--- config.mk ---
export PLATFORM = sky130hd
export DESIGN_NAME = dmx_ram
export DESIGN_NICKNAME = d
export VERILOG_FILES = /design/src/design/dmx_ram.sv
export SDC_FILE = /design/constraint.sdc
export NUM_CORES = 2
export LEC_CHECK = 0
export ABC_AREA = 1
export BUFFER_PORTS_ARGS = -buffer_cell sky130_fd_sc_hd__buf_2
export CAP_MARGIN = 20
export CORE_ASPECT_RATIO = 0.7
export CORE_MARGIN = 1
export CORE_UTILIZATION = 40
export CTS_CLUSTER_DIAMETER = 80
export DETAILED_ROUTE_END_ITERATION = 8
export SLEW_MARGIN = 10
export SYNTH_ARGS = -nofsm -noshare
export SYNTH_HDL_FRONTEND = slang
export SYNTH_SLANG_ARGS = --single-unit
--- constraint.sdc ---
create_clock -name clk -period 2.9 [get_ports clk]
set_input_delay 0.58 -clock clk [delete_from_list [all_inputs] [get_ports clk]]
set_output_delay 0.58 -clock clk [all_outputs]
set_load 0.02 [all_outputs]
--- src/design/dmx_ram.sv ---
// Generic single-write, single-read synchronous RAM with registered read data.
module dmx_ram #(
	parameter int WIDTH = 8,
	parameter int DEPTH = 256
) (
	input  logic                     clk,
	input  logic                     we,
	input  logic [$clog2(DEPTH)-1:0] waddr,
	input  logic [WIDTH-1:0]         wdata,
	input  logic                     re,
	input  logic [$clog2(DEPTH)-1:0] raddr,
	output logic [WIDTH-1:0]         rdata
);

	logic [WIDTH-1:0] mem_q [DEPTH];
	logic [WIDTH-1:0] rdata_q;

	always_ff @(posedge clk) begin
		if (we) begin
			mem_q[waddr] <= wdata;
		end
		if (re) begin
			rdata_q <= mem_q[raddr];
		end
	end

	assign rdata = rdata_q;

endmodule

# Word level (Yosys, flattened, before mapping)
# Memory sizes are Yosys's and may differ from the RTL's. A register that Yosys moved wholly into a read port is not among the register bits.
# Index checks and enable logic that the tools add are counted.
[classes]
muxes = 2
[ops]
columns = ["op", "n"]
rows = [
  ["$mux 1", 2],
]
[totals]
output_inout_bits = 8
ff_bits = 0
elab_cells = 3
mem_count = 1
mem_bits_rw = 2048
input_bits = 27
[memory_table]
columns = ["memory", "words", "word_bits", "read_ports", "rd_ports_with_merged_regs", "wr", "line_no", "text"]
rows = [
  ["mem_q", 256, 8, 1, 1, 1, "15", "logic [WIDTH-1:0] mem_q [DEPTH];"],
]

# Longest topological paths before layout
[depth]
word_depth = 2
ltp_mapped = 15

# Least setup slack after synthesis
# No wires, ideal clock.
[synth_timing]
kind = "input to register"
from = "in we"
to = "mem mem_q[162][0], enable pin"
cell_stages = 4
arrival_time_ns = 1.701
t_required_ns = 2.530
n_path_buf = 2
path_slack_ns = 0.829
path_cell_list = "clkbuf_1 > nand3_1 > clkbuf_1 > nor2_1"
[synth_between]
elab_chain_cells = 2
[synth_lines]
columns = ["item", "line_no", "text"]
rows = [
  ["start, declared", "7", "input logic we,"],
  ["$mux 1", "19", "if (we) begin"],
  ["$mux 1 (implied by the code)", "20", "mem_q[waddr] <= wdata;"],
  ["end, declared", "15", ""],
]
# Every way passes these cells.

# Final worst setup path
[layout_timing]
from = "reg rdata_q[0] (netlist: rdata[0]), read port of mem_q"
to = "out rdata[0]"
[layout_rtl]
columns = ["item", "line_no", "text"]
rows = [
  ["start, declared", "16", "logic [WIDTH-1:0] rdata_q;"],
  ["end, declared", "12", "output logic [WIDTH-1:0] rdata"],
]
# No word-level cell between the ends.

==> flow_metrics.py <==
metrics = {
    "detailed_routing": {
        "drtPass1Iterations": 6,
        "drc": 0,
        "ant_nets": 0,
        "drt_first_iter_violations": 7750,
        "vias": 56410,
        "wirelength_um": 242900,
        "wl_per_cell_um": 23.80,
        "routed_via_density": 5.529,
    },
    "worst_setup_path": {
        "cp_cell_sequence": "buf_2",
        "worstPathMaxFanout": 1,
        "critPathMaxStageDelay_ns": 0.57,
        "worst_path_max_delay_cell": "edfxtp_1",
        "cp_top_family": "flip-flops",
        "cp_num_buf_inv": 1,
        "endpoint_kind": "primary output",
        "cp.arrival_ns": 1.64,
        "crit_required_ns": 2.32,
        "startpoint_type": "flop",
        "path_class": "flop to primary output",
    },
    "sta": {
        "fin_crit_ns": 2.219,
        "setup_viol": 0,
        "fin_tns_setup_ns": 0,
        "drv_slew": 0,
        "finalHoldViolations": 0,
        "relSlewSlack_pct": 48.25,
        "period_share_pct": 76.50,
        "worst_pin_slew_ns": 0.7744,
        "finClkSkew_ns": 0.03861,
        "max_freq_mhz": 450.7,
        "rsz0062_at_grt": "no",
    },
    "synth": {
        "synthArstFlopShare_pct": 0,
        "syn-num-nets": 7030,
        "yosysMostFrequentCell": "nand2_1",
        "yosys-top-cells-count": "2123 x nand2_1, 2056 x edfxtp_1, 2019 x nand3_1",
        "netlist_instances": 7003,
        "seq_area_frac_synth_pct": 73.96,
        "netlist.area_leader.share_pct": 73.96,
        "synth_ff_type": "edfxtp_1",
        "ys_seq_elements": 2056,
        "synth_cell_type_count": 13,
        "syn-mean-instance-area_um2": 11.92,
        "synth_area_um2": 83480,
        "synth_area_leaders": "edfxtp_1 74%, nand3_1 12%, nand2_1 9.5%",
        "yosysTopAreaCell": "edfxtp_1",
        "synth-edff-count": 2056,
        "yosysWarnings": 0,
    },
    "global_route": {
        "grt_pass1_wl_um": 356500,
        "grt.met1_usage_pct": 34.31,
        "grt_max_degree": 109,
        "grt.overflow.total": 0,
        "grt_pass1_vias": 52780,
        "met3_usage_pct": 6.497,
        "busiest_layer": "met1",
        "track_usage_pct": 22.82,
        "met2_usage_pct": 32.37,
        "antenna_found_initial": 9,
    },
    "clock_network": {
        "path_clk_slew_ns": 0.07,
        "cts_root_buf": "clkbuf_16",
        "hold_buffers": 0,
        "cts_tree": "built",
        "cts_num_sinks": 2056,
        "post_cts_resized": 0,
        "cts_max_level": 4,
        "clk_latency_ns": 0.84,
        "cts_buffer_depth": 4,
        "cts-buffers-inserted": 189,
        "postCtsSetupRepairBufs": 0,
    },
    "die": {
        "die_w_um": 548.0,
        "fp.dieH_um": 384.2,
        "core_area_um2": 206300,
        "pin_count": 35,
        "num_rows": 139,
        "dieArea_um2": 210600,
        "initial_utilization_pct": 40.47,
    },
    "job": {
        "max_cap_viol_count": 0,
    },
    "outcome": {
        "run_status": "completed",
    },
    "finish": {
        "syn2layout_area_growth_pct": 15.21,
        "fin_nets": 7338,
        "multi_input_area_um2": 19140,
        "design_area_um2": 96170,
        "nFillCells": 18340,
        "regArea_um2": 61740,
        "final_layout_size_suffix_gt1_share_pct": 11.53,
    },
    "worst_hold_path": {
        "hold_class": "primary input to flop",
    },
    "place": {
        "routabilityCongestion": 0.9058,
        "io_buffers": 34,
        "placed_area_um2": 90350,
        "hpwl_um": 150000,
    },
    "power": {
        "vdd_drop_max_mv": 0.5426,
        "leakage_nw": 33.97,
        "powerDensity_nw_per_um2": 637.0,
    },
}
[routing by layer]
layer  share of wire, %  vias to the layer above
li1                   -                    25480
met1                 44                    27780
met2                 42                     2846
met3                 12                      310
met4                2.1                        0
met5                  0                        -
[metrics by stage]
step	power [mW]	cells	util [%]	setup WS, ns	hold WS [ns]
2_1_floorplan	35.45	7003	-	0.8285	0.6789
4_1_cts	61.48	10200	46.62	0.6419	0.07986
3_3_place_gp	37.53	9869	43.80	-0.08688	0.9618
6_report	61.27	10200	46.63	0.6814	0.1298
3_5_place_dp	37.55	9869	43.80	-0.05787	0.9665
5_1_grt	62.94	10200	46.62	0.5899	0.09621
[path summary, 6_finish.rpt]
| check | start | endpoint | slack, ns | cells after the start |
|---|---|---|---|---|
| max | rdata[0] | rdata[0] | 0.68 | 1 |
| min | wdata[6] | mem_q[109][6] | 0.13 | 1 |
| max reg2reg | mem_q[165][3] | rdata[3] | 0.80 | 11 |
| min reg2reg | mem_q[24][6] | rdata[6] | 1.07 | 10 |
[flip-flops by register name, summed over array words and instances (netlist names)]
| name | flops |
|---|---|
| rdata | 8 |
| mem_q | 2048 |
[worst register-to-register path, stage by stage (launching register included)]
cell and delay, ns:
edfxtp_1 0.36, nand2_1 0.10, nand3_1 0.10, nand3_1 0.10, nand3_1 0.20, nand3_1 0.18
nand3_1 0.24, buf_4 0.25, nand3_1 0.13, nand2_1 0.08, nand2_1 0.09, nand2_1 0.06
[layout by cell type, fill, tap and decap left out, types with 2 or more instances in the layout]
cell type / Yosys / final
buf_12: 0 / 105
inv_1: 36 / 34
nand2_1: 2123 / 2120
nand2_2: 0 / 3
clkinv_1: 0 / 39
buf_8: 1 / 11
inv_8: 0 / 2
clkinvlp_4: 0 / 2
nor2_1: 283 / 283
diode_2: 0 / 3
buf_2: 268 / 21
clkbuf_16: 0 / 192
clkinv_2: 0 / 37
clkbuf_1: 112 / 42
inv_6: 0 / 3
buf_4: 46 / 462
bufinv_16: 0 / 15
nand3_1: 2019 / 2019
edfxtp_1: 2056 / 2056
[layout make-up]
| type | count | share of cell area (%) |
|---|---|---|
| inverters | 39 | 0.1873 |
| multi-input cells | 4425 | 19.91 |
| diodes | 3 | 0.007806 |
| clock buffers | 234 | 5.160 |
| flip-flops and latches | 2056 | 64.20 |
| repair buffers | 600 | 6.085 |
| well taps | 2749 | 3.576 |
| clock inverters | 98 | 0.8821 |
[logic make-up (layout without fill, tap and decap cells)]
kind of cell,count (synthesis),in the layout,synth area share (%)
simple gates,4425,4425,22.92
flops,2056,2056,73.96
other cells,0,3,0
buf+inv,522,971,3.116
[power breakdown]
group          switching, mW  internal, mW
sequential            0.0277          32.7
clock                   10.8          13.4
combinational           3.04          1.17
Note: power is estimated with default switching activity, not from simulation.
